==> src/hdl/scfp_pkg.sv <==
// Shared types and constants for the sequenced command frame parser.
// No dependencies. Every other file of the block but scfp_in_if uses this package.
package scfp_pkg;

  // Largest number of parameter bytes that one frame can carry.
  localparam int unsigned MaxParamBytes = 10;
  localparam int unsigned CountW        = 4;

  // Configuration register indexes.
  localparam int unsigned CfgIdxW = 3;
  localparam logic [CfgIdxW-1:0] CFG_LOWEST_OP    = 3'd0;
  localparam logic [CfgIdxW-1:0] CFG_HIGHEST_OP   = 3'd1;
  localparam logic [CfgIdxW-1:0] CFG_RESET_OPCODE = 3'd2;
  localparam logic [CfgIdxW-1:0] CFG_TABLE_LOW    = 3'd3;
  localparam logic [CfgIdxW-1:0] CFG_TABLE_HIGH   = 3'd4;

  // Result status codes.
  localparam logic [1:0] ST_ACCEPTED  = 2'd0;
  localparam logic [1:0] ST_REJECTED  = 2'd1;
  localparam logic [1:0] ST_MALFORMED = 2'd2;

  // Frame byte positions before the parameter bytes.
  localparam logic [CountW-1:0] POS_ID_HIGH = 4'd0;
  localparam logic [CountW-1:0] POS_ID_LOW  = 4'd1;
  localparam logic [CountW-1:0] POS_OPCODE  = 4'd2;
  localparam logic [CountW-1:0] POS_PARAMS  = 4'd3;

  typedef struct packed {
    logic [7:0]  lowest_op;
    logic [7:0]  highest_op;
    logic [7:0]  reset_opcode;
    logic [63:0] table_low;
    logic [63:0] table_high;
  } cfg_t;

  typedef struct packed {
    logic [1:0]        status;
    logic [15:0]       frame_id;
    logic [7:0]        frame_opcode;
    logic [CountW-1:0] param_count;
    logic [63:0]       params_front;
    logic [15:0]       params_back;
    logic [15:0]       last_good_id;
  } result_t;

endpackage

==> src/hdl/scfp_in_if.sv <==
// Input byte channel of the frame parser: valid/ready handshake plus one byte.
// Depends on nothing.
interface scfp_in_if;
  logic       valid;
  logic       ready;
  logic [7:0] rx_byte;

  modport source (output valid, output rx_byte, input ready);
  modport sink   (input valid, input rx_byte, output ready);
endinterface

==> src/hdl/scfp_out_if.sv <==
// Result channel of the frame parser: valid/ready handshake plus the frame report.
// Depends on scfp_pkg for the parameter count width.
interface scfp_out_if;
  logic                       valid;
  logic                       ready;
  logic [1:0]                 status;
  logic [15:0]                frame_id;
  logic [7:0]                 frame_opcode;
  logic [scfp_pkg::CountW-1:0] param_count;
  logic [63:0]                params_front;
  logic [15:0]                params_back;
  logic [15:0]                last_good_id;

  modport source (output valid, output status, output frame_id, output frame_opcode,
                  output param_count, output params_front, output params_back,
                  output last_good_id, input ready);
  modport sink   (input valid, input status, input frame_id, input frame_opcode,
                  input param_count, input params_front, input params_back,
                  input last_good_id, output ready);
endinterface

==> src/hdl/scfp_cfg_if.sv <==
// Configuration write channel of the frame parser: register index and data.
// Depends on scfp_pkg for the index width.
interface scfp_cfg_if;
  logic                         valid;
  logic                         ready;
  logic [scfp_pkg::CfgIdxW-1:0] index;
  logic [63:0]                  data;

  modport source (output valid, output index, output data, input ready);
  modport sink   (input valid, input index, input data, output ready);
endinterface

==> src/hdl/sequenced_command_frame_parser_core.sv <==
// Top level of the sequenced command frame parser: byte input register,
// parser, result register. Depends on scfp_pkg, the three channel interfaces,
// scfp_cfg_regs and scfp_parser.
//
//   channel   role    payload                               purpose
//   in_chan   sink    rx_byte                               one received byte per item
//   out_chan  source  status, frame_id, frame_opcode,       one report per finished or
//                     param_count, params_front,            malformed frame
//                     params_back, last_good_id
//   cfg_chan  sink    index, data                           register writes, always ready
//
// A byte accepted into the input register is consumed when the parser
// advances, and any report it causes is loaded into the result register at
// that same edge and offered from there. The sustained rate is one byte per
// cycle while no stalled result holds the parser, set by the single parser
// stage. Reset (rst_n low at a clock edge) empties both registers, restores
// the register defaults and returns the parser to the first id byte. A
// stalled result holds the parser only when the byte in the input register
// would produce another result.
module sequenced_command_frame_parser_core (
  input  logic       clk,
  input  logic       rst_n,
  scfp_in_if.sink    in_chan,
  scfp_out_if.source out_chan,
  scfp_cfg_if.sink   cfg_chan
);
  import scfp_pkg::*;

  cfg_t    cfg;
  logic    in_valid_r;
  logic [7:0] in_byte_r;
  logic    out_valid_r;
  result_t out_res_r;
  logic    res_valid;
  result_t res;
  logic    advance;

  scfp_cfg_regs u_cfg_regs (
    .clk      (clk),
    .rst_n    (rst_n),
    .cfg_chan (cfg_chan),
    .cfg      (cfg)
  );

  scfp_parser u_parser (
    .clk       (clk),
    .rst_n     (rst_n),
    .cfg       (cfg),
    .step      (advance),
    .rx_byte   (in_byte_r),
    .res_valid (res_valid),
    .res       (res)
  );

  // The held byte moves through the parser unless it makes a result and the
  // result register is still occupied by an untaken report.
  assign advance = in_valid_r && (!res_valid || !out_valid_r || out_chan.ready);

  // The input register refills whenever it is empty or draining this cycle.
  assign in_chan.ready = !in_valid_r || advance;

  always_ff @(posedge clk) begin
    if (!rst_n) begin
      in_valid_r <= 1'b0;
    end else if (in_chan.ready) begin
      in_valid_r <= in_chan.valid;
    end
  end

  always_ff @(posedge clk) begin
    if (in_chan.ready && in_chan.valid) begin
      in_byte_r <= in_chan.rx_byte;
    end
  end

  always_ff @(posedge clk) begin
    if (!rst_n) begin
      out_valid_r <= 1'b0;
    end else if (advance && res_valid) begin
      out_valid_r <= 1'b1;
    end else if (out_chan.ready) begin
      out_valid_r <= 1'b0;
    end
  end

  always_ff @(posedge clk) begin
    if (advance && res_valid) begin
      out_res_r <= res;
    end
  end

  assign out_chan.valid        = out_valid_r;
  assign out_chan.status       = out_res_r.status;
  assign out_chan.frame_id     = out_res_r.frame_id;
  assign out_chan.frame_opcode = out_res_r.frame_opcode;
  assign out_chan.param_count  = out_res_r.param_count;
  assign out_chan.params_front = out_res_r.params_front;
  assign out_chan.params_back  = out_res_r.params_back;
  assign out_chan.last_good_id = out_res_r.last_good_id;

  // A malformed opcode report never carries parameter bytes.
  a_malformed_empty: assert property (@(posedge clk) disable iff (!rst_n)
    (out_valid_r && out_res_r.status == ST_MALFORMED) |->
      (out_res_r.param_count == '0 && out_res_r.params_front == '0 &&
       out_res_r.params_back == '0))
    else $error("malformed report carries parameter bytes");

  // An accepted frame becomes the last good id in the same report.
  a_accept_updates_id: assert property (@(posedge clk) disable iff (!rst_n)
    (out_valid_r && out_res_r.status == ST_ACCEPTED) |->
      (out_res_r.last_good_id == out_res_r.frame_id))
    else $error("accepted frame did not update the last good id");

  // The reported parameter count never exceeds the byte store.
  a_count_bound: assert property (@(posedge clk) disable iff (!rst_n)
    out_valid_r |-> (out_res_r.param_count <= 4'(MaxParamBytes)))
    else $error("parameter count beyond the byte store");

  // A new report only ever comes from a byte held in the input register.
  a_report_source: assert property (@(posedge clk) disable iff (!rst_n)
    $rose(out_valid_r) |-> $past(in_valid_r))
    else $error("report produced without a byte in the input register");

endmodule

==> src/hdl/scfp_cfg_regs.sv <==
// Configuration register file of the frame parser.
// Depends on scfp_pkg and scfp_cfg_if.
module scfp_cfg_regs (
  input  logic              clk,
  input  logic              rst_n,
  scfp_cfg_if.sink          cfg_chan,
  output scfp_pkg::cfg_t    cfg
);
  import scfp_pkg::*;

  cfg_t cfg_r;

  // Writes are always taken; unknown indexes are dropped.
  assign cfg_chan.ready = 1'b1;
  assign cfg = cfg_r;

  always_ff @(posedge clk) begin
    if (!rst_n) begin
      cfg_r.lowest_op    <= 8'd0;
      cfg_r.highest_op   <= 8'd16;
      cfg_r.reset_opcode <= 8'd0;
      cfg_r.table_low    <= 64'd0;
      cfg_r.table_high   <= 64'd0;
    end else if (cfg_chan.valid) begin
      unique case (cfg_chan.index)
        CFG_LOWEST_OP:    cfg_r.lowest_op    <= cfg_chan.data[7:0];
        CFG_HIGHEST_OP:   cfg_r.highest_op   <= cfg_chan.data[7:0];
        CFG_RESET_OPCODE: cfg_r.reset_opcode <= cfg_chan.data[7:0];
        CFG_TABLE_LOW:    cfg_r.table_low    <= cfg_chan.data;
        CFG_TABLE_HIGH:   cfg_r.table_high   <= cfg_chan.data;
        default: begin
        end
      endcase
    end
  end

endmodule

==> src/hdl/scfp_parser.sv <==
// Frame assembly state, parameter byte store and result composition.
// Depends on scfp_pkg. Processes one byte per cycle when step is high.
module scfp_parser (
  input  logic              clk,
  input  logic              rst_n,
  input  scfp_pkg::cfg_t    cfg,
  input  logic              step,
  input  logic [7:0]        rx_byte,
  output logic              res_valid,
  output scfp_pkg::result_t res
);
  import scfp_pkg::*;

  logic [CountW-1:0] byte_count_r, byte_count_nxt;
  logic [15:0]       held_id_r, held_id_nxt;
  logic [7:0]        held_opcode_r, held_opcode_nxt;
  logic [15:0]       running_sum_r, running_sum_nxt;
  logic [7:0]        checksum_high_r, checksum_high_nxt;
  logic [15:0]       accepted_id_r, accepted_id_nxt;
  logic [CountW-1:0] param_len_r, param_len_nxt;
  logic [7:0]        param_store_r [MaxParamBytes];

  logic [CountW-1:0] param_end;
  logic [CountW-1:0] store_idx;
  logic              store_wr;
  logic [15:0]       sum_plus;
  logic              malformed;
  logic              frame_ok;
  logic [CountW-1:0] emit_count;
  logic [63:0]       front;
  logic [15:0]       back;
  logic [CountW-1:0] table_len;
  logic [1:0]        res_status;
  logic [7:0]        res_opcode;

  // Parameter length of an opcode: nibble of the 32-entry table, clamped.
  function automatic logic [CountW-1:0] lookup_len(input logic [7:0] op, input cfg_t c);
    logic [7:0] k;
    logic [3:0] n;
    k = op - c.lowest_op;
    n = 4'd0;
    if (k < 8'd16) begin
      n = c.table_low[{k[3:0], 2'b00} +: 4];
    end else if (k < 8'd32) begin
      n = c.table_high[{k[3:0], 2'b00} +: 4];
    end
    if (n > 4'(MaxParamBytes)) begin
      n = 4'(MaxParamBytes);
    end
    return n;
  endfunction

  assign param_end = POS_PARAMS + param_len_r;
  assign store_idx = byte_count_r - POS_PARAMS;
  assign sum_plus  = running_sum_r + {8'd0, rx_byte};
  assign malformed = (rx_byte < cfg.lowest_op) || (rx_byte > cfg.highest_op);
  assign table_len = lookup_len(rx_byte, cfg);

  // The reset frame passes unconditionally; otherwise id sequence then checksum.
  always_comb begin
    if (held_id_r == 16'd1 && held_opcode_r == cfg.reset_opcode) begin
      frame_ok = 1'b1;
    end else if (held_id_r != accepted_id_r + 16'd1) begin
      frame_ok = 1'b0;
    end else begin
      frame_ok = ({checksum_high_r, rx_byte} == running_sum_r);
    end
  end

  // The next state and the report are worked out for the held byte whether or
  // not it moves this cycle, so res_valid never depends on step; the registers
  // below only take the new values when step is high.
  always_comb begin
    byte_count_nxt    = byte_count_r;
    held_id_nxt       = held_id_r;
    held_opcode_nxt   = held_opcode_r;
    running_sum_nxt   = running_sum_r;
    checksum_high_nxt = checksum_high_r;
    accepted_id_nxt   = accepted_id_r;
    param_len_nxt     = param_len_r;
    store_wr          = 1'b0;
    res_valid         = 1'b0;
    res_status        = ST_ACCEPTED;
    res_opcode        = held_opcode_r;
    emit_count        = param_len_r;
    priority if (byte_count_r == POS_ID_HIGH) begin
      held_id_nxt     = {rx_byte, 8'd0};
      running_sum_nxt = {8'd0, rx_byte};
      byte_count_nxt  = POS_ID_LOW;
    end else if (byte_count_r == POS_ID_LOW) begin
      held_id_nxt     = {held_id_r[15:8], rx_byte};
      running_sum_nxt = sum_plus;
      byte_count_nxt  = POS_OPCODE;
    end else if (byte_count_r == POS_OPCODE) begin
      held_opcode_nxt = rx_byte;
      res_opcode      = rx_byte;
      if (malformed) begin
        res_valid      = 1'b1;
        res_status     = ST_MALFORMED;
        emit_count     = '0;
        byte_count_nxt = POS_ID_HIGH;
      end else begin
        param_len_nxt   = table_len;
        running_sum_nxt = sum_plus;
        byte_count_nxt  = POS_PARAMS;
      end
    end else if (byte_count_r < param_end) begin
      store_wr        = 1'b1;
      running_sum_nxt = sum_plus;
      byte_count_nxt  = byte_count_r + 4'd1;
    end else if (byte_count_r == param_end) begin
      checksum_high_nxt = rx_byte;
      byte_count_nxt    = byte_count_r + 4'd1;
    end else begin
      res_valid      = 1'b1;
      res_status     = frame_ok ? ST_ACCEPTED : ST_REJECTED;
      byte_count_nxt = POS_ID_HIGH;
      if (frame_ok) begin
        accepted_id_nxt = held_id_r;
      end
    end
  end

  // Parameter bytes at or beyond the count read as zero.
  always_comb begin
    front = '0;
    back  = '0;
    for (int i = 0; i < MaxParamBytes; i++) begin
      if (4'(i) < emit_count) begin
        if (i < 8) begin
          front[(63 - 8 * i) -: 8] = param_store_r[i];
        end else if (i < 10) begin
          back[(15 - 8 * (i - 8)) -: 8] = param_store_r[i];
        end
      end
    end
  end

  assign res.status       = res_status;
  assign res.frame_id     = held_id_r;
  assign res.frame_opcode = res_opcode;
  assign res.param_count  = emit_count;
  assign res.params_front = front;
  assign res.params_back  = back;
  assign res.last_good_id = accepted_id_nxt;

  always_ff @(posedge clk) begin
    if (!rst_n) begin
      byte_count_r    <= '0;
      held_id_r       <= '0;
      held_opcode_r   <= '0;
      running_sum_r   <= '0;
      checksum_high_r <= '0;
      accepted_id_r   <= '0;
      param_len_r     <= '0;
    end else if (step) begin
      byte_count_r    <= byte_count_nxt;
      held_id_r       <= held_id_nxt;
      held_opcode_r   <= held_opcode_nxt;
      running_sum_r   <= running_sum_nxt;
      checksum_high_r <= checksum_high_nxt;
      accepted_id_r   <= accepted_id_nxt;
      param_len_r     <= param_len_nxt;
    end
  end

  // Byte store has no reset; entries are written before they are shown.
  always_ff @(posedge clk) begin
    if (step && store_wr) begin
      param_store_r[store_idx] <= rx_byte;
    end
  end

endmodule

==> src/flat_wrapper.sv <==
// flat-port wrapper written by rule: the top's interface ports become plain ports
module sequenced_command_frame_parser_core_flat import scfp_pkg::*;
  (clk, rst_n, in_chan_valid, in_chan_rx_byte, in_chan_ready, out_chan_valid, out_chan_status, out_chan_frame_id, out_chan_frame_opcode, out_chan_param_count, out_chan_params_front, out_chan_params_back, out_chan_last_good_id, out_chan_ready, cfg_chan_valid, cfg_chan_index, cfg_chan_data, cfg_chan_ready);
  scfp_in_if in_chan_i ();
  scfp_out_if out_chan_i ();
  scfp_cfg_if cfg_chan_i ();
  input  logic clk;
  input  logic rst_n;
  input wire logic [$bits(in_chan_i.valid)-1:0] in_chan_valid;
  input wire logic [$bits(in_chan_i.rx_byte)-1:0] in_chan_rx_byte;
  output wire logic [$bits(in_chan_i.ready)-1:0] in_chan_ready;
  output wire logic [$bits(out_chan_i.valid)-1:0] out_chan_valid;
  output wire logic [$bits(out_chan_i.status)-1:0] out_chan_status;
  output wire logic [$bits(out_chan_i.frame_id)-1:0] out_chan_frame_id;
  output wire logic [$bits(out_chan_i.frame_opcode)-1:0] out_chan_frame_opcode;
  output wire logic [$bits(out_chan_i.param_count)-1:0] out_chan_param_count;
  output wire logic [$bits(out_chan_i.params_front)-1:0] out_chan_params_front;
  output wire logic [$bits(out_chan_i.params_back)-1:0] out_chan_params_back;
  output wire logic [$bits(out_chan_i.last_good_id)-1:0] out_chan_last_good_id;
  input wire logic [$bits(out_chan_i.ready)-1:0] out_chan_ready;
  input wire logic [$bits(cfg_chan_i.valid)-1:0] cfg_chan_valid;
  input wire logic [$bits(cfg_chan_i.index)-1:0] cfg_chan_index;
  input wire logic [$bits(cfg_chan_i.data)-1:0] cfg_chan_data;
  output wire logic [$bits(cfg_chan_i.ready)-1:0] cfg_chan_ready;
  assign in_chan_i.valid = in_chan_valid;
  assign in_chan_i.rx_byte = in_chan_rx_byte;
  assign in_chan_ready = in_chan_i.ready;
  assign out_chan_valid = out_chan_i.valid;
  assign out_chan_status = out_chan_i.status;
  assign out_chan_frame_id = out_chan_i.frame_id;
  assign out_chan_frame_opcode = out_chan_i.frame_opcode;
  assign out_chan_param_count = out_chan_i.param_count;
  assign out_chan_params_front = out_chan_i.params_front;
  assign out_chan_params_back = out_chan_i.params_back;
  assign out_chan_last_good_id = out_chan_i.last_good_id;
  assign out_chan_i.ready = out_chan_ready;
  assign cfg_chan_i.valid = cfg_chan_valid;
  assign cfg_chan_i.index = cfg_chan_index;
  assign cfg_chan_i.data = cfg_chan_data;
  assign cfg_chan_ready = cfg_chan_i.ready;
  sequenced_command_frame_parser_core u_core (.clk(clk), .rst_n(rst_n), .in_chan(in_chan_i), .out_chan(out_chan_i), .cfg_chan(cfg_chan_i));
endmodule
==> config.mk <==
export PLATFORM = sky130hd
export DESIGN_NAME = sequenced_command_frame_parser_core_flat
export DESIGN_NICKNAME = d
export VERILOG_FILES = /design/src/hdl/scfp_pkg.sv /design/src/hdl/scfp_in_if.sv /design/src/hdl/scfp_out_if.sv /design/src/hdl/scfp_cfg_if.sv /design/src/hdl/sequenced_command_frame_parser_core.sv /design/src/hdl/scfp_cfg_regs.sv /design/src/hdl/scfp_parser.sv /design/src/flat_wrapper.sv
export SDC_FILE = /design/constraint.sdc
export NUM_CORES = 1
export LEC_CHECK = 0
export BUFFER_PORTS_ARGS = -buffer_cell sky130_fd_sc_hd__buf_2
export CORE_UTILIZATION = 65
export CTS_BUF_LIST = sky130_fd_sc_hd__clkbuf_2
export DETAILED_ROUTE_END_ITERATION = 8
export PLACE_DENSITY = 0.87
export SLEW_MARGIN = 20
export SYNTH_ARGS = -nofsm -noshare
export SYNTH_HDL_FRONTEND = slang
export SYNTH_SLANG_ARGS = --single-unit
export TNS_END_PERCENT = 10
==> constraint.sdc <==
create_clock -name clk -period 28.9 [get_ports clk]
set_input_delay 1.445 -clock clk [delete_from_list [all_inputs] [get_ports clk]]
set_output_delay 1.445 -clock clk [all_outputs]
set_load 0.01 [all_outputs]
==> results of run 1 <==
-- worst max-delay path by stage --
stage                                           to  slack (ns)
floorplan              u_core.out_chan.frame_id[0]       19.55
global placement    u_core.out_chan.param_count[2]       23.76
detailed placement  u_core.out_chan.param_count[2]       23.57
CTS                                  in_chan_ready       22.81
global route                         in_chan_ready       22.45
finish                               in_chan_ready       22.77
-- cells by family after synthesis --
kind of cell / after synthesis
AO/OA/AOI/OAI: 314
multiplexers: 69
flip-flops: 440
AND/OR/NAND/NOR: 688
other: 1
buffers and inverters: 123
adder cells (fa/ha/maj): 38
XOR/XNOR: 48
-- final cells by class --
class | instances | area, um2
sequential | 440 | 11000
clock inverter | 27 | 153
tap | 378 | 473
fill | 1934 | 7110
multi-input combinational | 1158 | 7190
inverter | 34 | 133
clock buffer | 155 | 776
timing repair buffer | 221 | 1140
antenna | 3 | 7.51
-- critical path, delay by kind of cell (launching register included) --
family	cells	cell delay, ns
flip-flops	1	0.77
adder cells (fa/ha/maj)	2	0.68
AND/OR/NAND/NOR	2	0.25
AO/OA/AOI/OAI	5	1.06
buffers and inverters	5	0.95
-- registers in the layout, summed over array words and instances, names as in the netlist --
| signal | flops |
|---|---|
| u_core.u_parser.checksum_high_r | 8 |
| u_core.out_chan.status | 2 |
| u_core.u_parser.running_sum_r | 16 |
| u_core.out_chan.param_count | 4 |
| u_core.u_parser.accepted_id_r | 16 |
| u_core.u_parser.held_opcode_r | 8 |
| u_core.u_parser.param_len_r | 4 |
| u_core.in_valid_r | 1 |
| u_core.out_chan.params_back | 16 |
| u_core.out_chan.frame_id | 16 |
| u_core.u_parser.held_id_r | 16 |
| u_core.out_chan.frame_opcode | 8 |
| u_core.out_chan.valid | 1 |
| u_core.out_chan.params_front | 64 |
| u_core.in_byte_r | 8 |
| u_core.u_cfg_regs.cfg | 152 |
| u_core.out_chan.last_good_id | 16 |
| u_core.u_parser.byte_count_r | 4 |
| u_core.u_parser.param_store_r | 80 |
-- placed cells by master (no fill, tap or decap), types with 6 or more instances in the layout --
cell type and instances:
nand2_1 394, dfxtp_1 226, edfxtp_1 214, a21oi_1 207, buf_2 207, clkbuf_2 155, and2_1 77, nor2_1 65
mux4_2 40, ha_1 35, inv_1 33, xnor2_1 30, nand4_1 29, o21ai_0 25, and3_1 24, o31ai_1 21
nor3_1 19, xor2_1 18, clkinv_1 18, nand3_1 17, nor2b_1 14, buf_4 14, o21a_1 10, mux2_2 10
mux2_4 10, nor4_1 9, mux2i_1 9, nand2b_1 8, a211oi_1 6
-- per-stage QoR --
| step | instances | hold WS [ns] | area, um2 |
|---|---|---|---|
| after floorplan | 1721 | 0.433 | 18600 |
| after global placement | 2231 | 0.439 | 19900 |
| after detailed placement | 2231 | 0.445 | 19900 |
| after CTS | 2413 | 0.456 | 20800 |
| after global routing | 2416 | 0.468 | 20800 |
| final | 2416 | 0.457 | 20800 |
-- power by group --
group | total (W) | switching, W | internal [W] | leakage [nW]
Combinational | 0.0000710 | 0.0000442 | 0.0000269 | 3.34
Clock | 0.000390 | 0.000242 | 0.000147 | 0.714
Sequential | 0.000667 | 0.00000980 | 0.000658 | 3.84
-- layer usage --
layer  part of all wire, %  track usage, %  vias to the layer above
met1                    39            35.5                     6610
li1                      -               -                     6629
met4                   2.7            12.4                        2
met2                    50            49.3                      686
met3                   8.3            6.25                       87
met5                 0.026               0                        -
==> flow_summary.toml, run 1 <==
[outcome]
outcome = "complete, no violations"

[die]
floorplan.initialDensity_pct = 66.5
die_w_um = 171
core_area_mm2 = 0.0279
placement_rows = 61
die-height_um = 171
top_level_ports = 209
floorplan.die_area_mm2 = 0.0293

[routing]
first_iter_violations = 1211
routed_wirelength_mm = 42.1
route.detailed.drc = 0
drt_pre_antenna_iters = 6
ant_nets = 0
via_per_inst = 5.80
dr_wl_cell_um = 17.4
via_count = 14000

[logic_synthesis]
ys_top_cells_by_count = "nand2_1, dfxtp_1, edfxtp_1"
post_synth_mux_area_share_pct = 6.75
synth_warnings = 0
yosys.area_share.adder_pct = 2.64
synth-compound-area-share_pct = 9.83
yosys.area.top_type = "edfxtp_1"
synth-xor-area-share_pct = 2.26
synth.top_cell.area_share_pct = 34.6
asyncSetResetFlopFracSynth_pct = 0
fraction_of_the_yosys_area_taken_by_sequential_cells_pct = 58.9
synthDistinctLibCells = 71
synth-edff-count = 214
synth_simple_gate_area_share_pct = 17.0
largest_family_of_logic_cells_by_synthesized_area = "simple AND/OR/NAND/NOR gates"
syn-num-nets = 1839
yosys_most_used_dff = "dfxtp_1"
yosys_register_bits = 440
dominant_cells_by_area_after_synthesis = "edfxtp_1, dfxtp_1, nand2_1"
syn-cell-area_mm2 = 0.0186
postSynthAreaPerCell_um2 = 10.8
cell_count_after_synthesis = 1721
synth.most_common_cell = "nand2_1"

[clocking]
numCtsBuffers = 103
post_cts_resized = 0
clock_tree.buffer_depth = 3
tritoncts = "built"
ctsRootBufferMaster = "clkbuf_2"
htree_num_levels = 3
cts.reportedPaths.clkPinSlew_ns = 0.09
holdBufCountCts = 0
clock-sinks = 440
post_cts.repair.setup_buffers = 0
insertion_delay_ns = 0.98

[critical_path]
timing.critical_path.arrival_ns = 4.69
critical_path.cell_chain = "inv_1 > ha_2 > fa_1 > nor2b_1 > o21ai_0 > a21oi_1 > o211ai_1 > o21ai_1 > buf_4 > inv_1 > o21ai_0 > nor2_1 > inv_1 > buf_2"
critPathMostFrequentCell = "inv_1"
rr_endpoint = "u_core.out_chan.params_back[12]"
regToRegStartpoint = "u_core.in_byte_r[0]"
minimum_setup_slack_among_reg_to_reg_paths_ns = 23.49
worst_setup_path_start = "u_core.in_byte_r[0]"
slowest_delay_ns = 0.77
critical_path_class = "register to primary output"
number_of_cells_on_the_worst_reg_to_reg_path = 13
worstPathRequired_ns = 27.45
highest_fanout_seen_on_the_critical_path = 16
endpoint_kind = "primary output"
startpoint_type = "register"
crit_path_top_delay_cell = "edfxtp_1"

[worst_hold_path]
worst_hold_startpoint = "u_core.u_cfg_regs.cfg[83]"
worstHoldPathType = "register to register"
min_path_cells = 2
hold_end = "u_core.u_cfg_regs.cfg[83]"

[sta]
min_period_ns = 6.13
transition_at_the_pin_with_the_smallest_max_transition_slack_ns = 1.13
timing_hold_violations_final = 0
totalNegativeSetupSlack_ns = 0
finClkSkew_ns = 0.0939
finalMaxSlewViolations = 0
worst_slack_setup_final_ns = 22.77
timing.final.setup_violations = 0
maxClockFrequency_mhz = 163
unrepaired_setup_endpoints_after_global_routing = "no"
layout_worst_path_cycle_share_pct = 21.2
relSlewSlack_pct = 24.7

[cells_and_area]
drive_gt1_share_pct = 22.9
layout.core_utilization_pct = 74.5
layout-area-overhead-vs-synth_pct = 12.1
finish.net_count = 2076

[power_and_ir_drop]
leakagePower_nw = 7.89
p_total_w = 0.00113
powerDensity_mw_per_mm2 = 54.2
vdd_drop_max_mv = 0.0322

[placed_design]
place_worst_setup_slack_ns = 23.57
dpl.hpwl_mm = 27.7
buffer_ports.inserted = 207
globalplace.congestion = 0.913

[job]
drv_cap = 0

[global_routing]
antenna_found_initial = 3
grt_util_all_layers_pct = 28.9
grt_first_pass_wirelength_mm = 66.3
grt_start_max_net_pins = 112
vias_in_the_first_global_route = 13500
global_route.overflow_total = 0
(Power assumes the default switching activity.)
==> inputs of run 2 (changes only) <==
--- a/config.mk
+++ b/config.mk
@@ -6,10 +6,10 @@
 export NUM_CORES = 1
 export LEC_CHECK = 0
 export BUFFER_PORTS_ARGS = -buffer_cell sky130_fd_sc_hd__buf_2
-export CORE_UTILIZATION = 65
+export CORE_UTILIZATION = 55
 export CTS_BUF_LIST = sky130_fd_sc_hd__clkbuf_2
 export DETAILED_ROUTE_END_ITERATION = 8
-export PLACE_DENSITY = 0.87
+export PLACE_DENSITY = 0.79
 export SLEW_MARGIN = 20
 export SYNTH_ARGS = -nofsm -noshare
 export SYNTH_HDL_FRONTEND = slang
==> constraint.sdc (replaced) <==
create_clock -name clk -period 5.6 [get_ports clk]
set_input_delay 0.28 -clock clk [delete_from_list [all_inputs] [get_ports clk]]
set_output_delay 0.28 -clock clk [all_outputs]
set_load 0.01 [all_outputs]
==> flow_summary.toml, run 2 (same netlist as run 1, synthesis figures left out) <==
[cells_and_area]
drive_gt1_share_pct = 21.9
finish.net_count = 2172
fillerInstances = 2513
layout-area-overhead-vs-synth_pct = 17.7
largest_register_ffs = 152
mostFrequentLayoutCells = "nand2_1, dfxtp_1, edfxtp_1, a21oi_1, buf_2"
final_common_cell = "nand2_1"
layout.core_utilization_pct = 66.5

[die]
top_level_ports = 209
die-height_um = 186
placement_rows = 66
floorplan.die_area_mm2 = 0.0345
core_area_mm2 = 0.0329
die_w_um = 186
floorplan.initialDensity_pct = 56.5

[clocking]
htree_num_levels = 3
cts.reportedPaths.clkPinSlew_ns = 0.12
clock_tree.buffer_depth = 3
insertion_delay_ns = 1.02
ctsRootBufferMaster = "clkbuf_2"
tritoncts = "built"
clock-sinks = 440
numCtsBuffers = 103

[sta]
maxClockFrequency_mhz = 205
worst_slack_setup_final_ns = 0.714
unrepaired_setup_endpoints_after_global_routing = "no"
timing_hold_violations_final = 0
finalMaxSlewViolations = 0
min_period_ns = 4.89
finClkSkew_ns = 0.124
layout_worst_path_cycle_share_pct = 87.2
relSlewSlack_pct = 26.4
timing.final.setup_violations = 0
transition_at_the_pin_with_the_smallest_max_transition_slack_ns = 1.10
totalNegativeSetupSlack_ns = 0

[power_and_ir_drop]
leakagePower_nw = 8.29
power.share.switching_pct = 26.2
vdd_drop_max_mv = 0.222
p_seq_share_pct = 58.7
power_frac_clock_pct = 33.9
p_total_w = 0.00586
p_int_w = 0.00433
powerDensity_mw_per_mm2 = 268
net-switching-power_w = 0.00154
comb_power_share_pct = 7.4

[critical_path]
timing.critical_path.arrival_ns = 4.61
number_of_cells_on_the_worst_reg_to_reg_path = 12
regToRegStartpoint = "u_core.in_byte_r[0]"
critical-path-top-delay-family = "compound AO/OA/AOI/OAI gates"
critical_path_class = "register to primary output"
highest_fanout_seen_on_the_critical_path = 18
worstPathRequired_ns = 5.32
endpoint_kind = "primary output"
startpoint_type = "register"
worst_setup_path_endpoint = "in_chan_ready"
worst_setup_path_start = "u_core.in_byte_r[2]"
critical_path_depth = 12
rr_endpoint = "u_core.out_chan.frame_id[12]"
critical_path.cell_chain = "ha_1 > nor2b_1 > o21ai_0 > a21oi_1 > o211ai_1 > o21ai_1 > buf_4 > inv_1 > o21ai_0 > nor2_1 > inv_1 > buf_2"
crit_path_top_delay_cell = "edfxtp_1"
slowest_delay_ns = 0.88
critical_path.n_buffers_inverters = 4
minimum_setup_slack_among_reg_to_reg_paths_ns = 1.18

[global_routing]
grt_start_max_net_pins = 132
vias_in_the_first_global_route = 14100
global_route.overflow_total = 0
antenna_found_initial = 2
grt_util_all_layers_pct = 26.7
grt_first_pass_wirelength_mm = 71.5

[worst_hold_path]
worstHoldPathType = "input port to register"
worst_hold_startpoint = "cfg_chan_data[20]"

[routing]
routed_wirelength_mm = 45.3
ant_nets = 0
drt_pre_antenna_iters = 7
via_per_inst = 5.60
via_count = 14400
dr_wl_cell_um = 17.6
first_iter_violations = 1249
route.detailed.drc = 0

[placed_design]
place_worst_setup_slack_ns = 1.37
buffer_ports.inserted = 207
globalplace.congestion = 0.910
dpl.hpwl_mm = 28.9

[job]
drv_cap = 0

[outcome]
outcome = "complete, no violations"
==> run 2: power by group through the flow <==
stage               Sequential (W)  Combinational (W)  Clock, W
finish                     0.00344           0.000435   0.00199
global route               0.00345           0.000472   0.00221
CTS                        0.00344           0.000425   0.00201
detailed placement         0.00351           0.000374         0
global placement           0.00351           0.000363         0
floorplan                  0.00350           0.000248         0
==> run 2: area by class of cell <==
class                      count  area [um2]  share of cell area [%]
inverter                      34         133                   0.607
antenna                        4        10.0                  0.0458
tap                          442         553                    2.53
clock inverter                30         133                   0.607
timing repair buffer         317        2100                    9.63
sequential                   440       11000                    50.1
clock buffer                 156         781                    3.57
multi-input combinational   1158        7200                    32.9
==> run 2: stage by stage <==
stage / instance area [um2] / cells / hold WS (ns)
global route: 21900 / 2581 / 0.00277
finish: 21900 / 2581 / 0.0344
detailed placement: 20000 / 2299 / 0.445
global placement: 20000 / 2299 / 0.439
floorplan: 18600 / 1721 / 0.369
CTS: 21800 / 2577 / 0.00663
==> run 2: repair_timing <==
item / CTS / global route
hold endpoints to repair: 182 / 0
resized for setup: 0 / 0
hold buffers: 92 / 0
setup buffers: 0 / 0
==> run 2: worst min-delay path by stage <==
stage | to | slack [ns] | cells past startpoint
final | u_core.u_cfg_regs.cfg[84] | 0.03 | 4
after global routing | u_core.in_byte_r[0] | 0.003 | 2
after CTS | u_core.in_byte_r[0] | 0.007 | 2
after detailed placement | u_core.u_cfg_regs.cfg[69] | 0.45 | 2
after global placement | u_core.u_cfg_regs.cfg[46] | 0.44 | 2
after floorplan | u_core.u_cfg_regs.cfg[140] | 0.37 | 1
==> run 2: per-layer routing <==
metal / up-vias / share of wire, % / GRT usage (%) / wire length, um
met4: 0 / 2.6 / 10.8 / 1170
met5: - / 0 / 0 / 0
met3: 105 / 7.8 / 5.52 / 3520
li1: 6831 / - / - / -
met1: 6811 / 39 / 32.9 / 17800
met2: 694 / 50 / 45.8 / 22800
==> run 2: worst register-to-register path: stages (launching register included) <==
cell      delay (ns)
edfxtp_1        0.35
buf_4           0.22
inv_1           0.15
ha_4            0.19
fa_1            0.40
nor2b_1         0.11
o21ai_0         0.13
a21oi_1         0.26
o211ai_1        0.16
nor2_1          0.45
o311ai_4        0.19
a21oi_4         0.80
buf_12          0.46
==> inputs of run 3 (changes only) <==
--- a/config.mk
+++ b/config.mk
@@ -9,6 +9,7 @@
 export CORE_UTILIZATION = 55
 export CTS_BUF_LIST = sky130_fd_sc_hd__clkbuf_2
 export DETAILED_ROUTE_END_ITERATION = 8
+export GPL_TIMING_DRIVEN = 0
 export PLACE_DENSITY = 0.79
 export SLEW_MARGIN = 20
 export SYNTH_ARGS = -nofsm -noshare
==> flow_summary.toml, run 3 (same netlist as run 1, synthesis figures left out) <==
[critical_path]
critical_path_depth = 14
minimum_setup_slack_among_reg_to_reg_paths_ns = 0.37
endpoint_kind = "register"
critical_path_class = "register to register"
worstPathRequired_ns = 6.33
crit_path_top_delay_cell = "edfxtp_1"
critPathMostFrequentCell = "buf_16"
critical_path.cell_chain = "ha_1 > nor2b_1 > o21ai_0 > a21oi_1 > o211ai_1 > nor2_1 > o311ai_2 > clkbuf_1 > a21oi_4 > buf_16 > buf_16 > buf_16 > buf_16 > buf_16"
startpoint_type = "register"
critical-path-top-delay-family = "compound AO/OA/AOI/OAI gates"
timing.critical_path.arrival_ns = 5.96
slowest_delay_ns = 1.00
number_of_cells_on_the_worst_reg_to_reg_path = 14
critical_path.n_buffers_inverters = 6
highest_fanout_seen_on_the_critical_path = 27

[cells_and_area]
layout-area-overhead-vs-synth_pct = 23.2
post_route_cell_area_mm2 = 0.0229
drive_gt1_share_pct = 20.8
final_common_cell = "nand2_1"
mostFrequentLayoutCells = "nand2_1, dfxtp_1, buf_2, edfxtp_1, a21oi_1"
largest_register_ffs = 152
finish.net_count = 2315

[placed_design]
globalplace.congestion = 0.932
buffer_ports.inserted = 207
dpl.hpwl_mm = 32.0
post_dp_cell_area_mm2 = 0.0204

[routing]
routed_wirelength_mm = 50.5
via_count = 15400
ant_nets = 0
met1_length_mm = 18.8
via_per_inst = 5.64
first_iter_violations = 1282
detailroute.wirelength.met2_mm = 25.3
highest_layer = "met4"
detailroute.wirelength.met3_mm = 4.18
drt_pre_antenna_iters = 5
dr_wl_cell_um = 18.6
route.detailed.drc = 0

[sta]
timing_hold_violations_final = 0
finalMaxSlewViolations = 0
transition_at_the_pin_with_the_smallest_max_transition_slack_ns = 1.11
unrepaired_setup_endpoints_after_global_routing = "no"
finClkSkew_ns = 0.104
layout_worst_path_cycle_share_pct = 93.4
totalNegativeSetupSlack_ns = 0
timing.final.setup_violations = 0
relSlewSlack_pct = 25.7
maxClockFrequency_mhz = 191
min_period_ns = 5.23

[clocking]
clock_tree.buffer_depth = 3
tritoncts = "built"
htree_num_levels = 3
cts.reportedPaths.clkPinSlew_ns = 0.11
ctsRootBufferMaster = "clkbuf_2"
numCtsBuffers = 106
insertion_delay_ns = 1.07
clock-sinks = 440

[die]
core_area_mm2 = 0.0329
die_w_um = 186
top_level_ports = 209
die-height_um = 186
floorplan.initialDensity_pct = 56.5
placement_rows = 66
floorplan.die_area_mm2 = 0.0345

[worst_hold_path]
worstHoldPathType = "input port to register"
min_path_cells = 4

[job]
drv_cap = 0

[power_and_ir_drop]
leakagePower_nw = 8.72
powerDensity_mw_per_mm2 = 265
vdd_drop_max_mv = 0.233
p_total_w = 0.00606

[global_routing]
antenna_found_initial = 1
grt_start_max_net_pins = 28
grt_util_all_layers_pct = 29.5
grt_first_pass_wirelength_mm = 77.7
vias_in_the_first_global_route = 15100
global_route.overflow_total = 0

[outcome]
outcome = "complete, no violations"
run 3: cell types whose count changed in the layout (fill, tap and decap cells not counted), sizes merged:
cell	before	now
clkinv	25	32
diode	4	1
clkinvlp	1	2
dlygate4sd3	92	148
bufinv	0	2
buf	225	238
inv	38	35
clkbuf	156	225
run 3: stage by stage:
step / std cells / util, % / hold WS (ns) / worst slack (ns)
5_1_grt: 2723 / 69.6 / 0.0198 / 0.114
4_1_cts: 2715 / 69.4 / 0.000281 / 0.00945
2_1_floorplan: 1721 / - / 0.369 / 0.465
3_5_place_dp: 2376 / 61.9 / 0.444 / 0.0829
3_3_place_gp: 2370 / 61.4 / 0.438 / -1.47
6_report: 2723 / 69.6 / 0.0740 / 0.369
run 3: worst paths after layout:
| path | from | end |
|---|---|---|
| max | u_core.in_byte_r[2] | u_core.out_chan.params_front[62] |
| min | cfg_chan_data[5] | u_core.u_cfg_regs.cfg[149] |
| max reg2reg | u_core.in_byte_r[2] | u_core.out_chan.params_front[62] |
| min reg2reg | u_core.u_cfg_regs.cfg[112] | u_core.u_cfg_regs.cfg[112] |
run 3: where the power goes:
group,leakage [nW],switching [W],internal (W)
Combinational,4.14,0.000274,0.000214
Sequential,3.84,0.0000514,0.00339
Clock,0.742,0.00129,0.000842
Total,8.72,0.00161,0.00445
run 3: layout make-up:
cell class	instances	area, um2
well taps	442	553
multi-input cells	1158	7170
fillers	2375	9980
repair buffers	368	2740
plain buffers	89	357
clock buffers	154	771
diodes	1	2.50
flip-flops and latches	440	11000
inverters	34	128
clock inverters	37	221
run 3: repair_timing:
action	in CTS	in global routing
hold buffers	148	0
resized for setup	0	0
buffers inserted	0	7
endpoints found under the hold margin	183	0
setup endpoints to repair	0	50
run 3: per-layer routing:
metal | vias to the layer above | GRT usage, %
met5 | - | 0
met4 | 0 | 15.8
met1 | 7154 | 33.9
met2 | 879 | 51.6
met3 | 199 | 6.14
li1 | 7139 | -
run 3: tightest hold or removal path: cells and delay by family:
family | cells | cell delay [ns]
buf+inv | 2 | 0.71
compound gates | 1 | 0.05
simple gates | 1 | 0.07
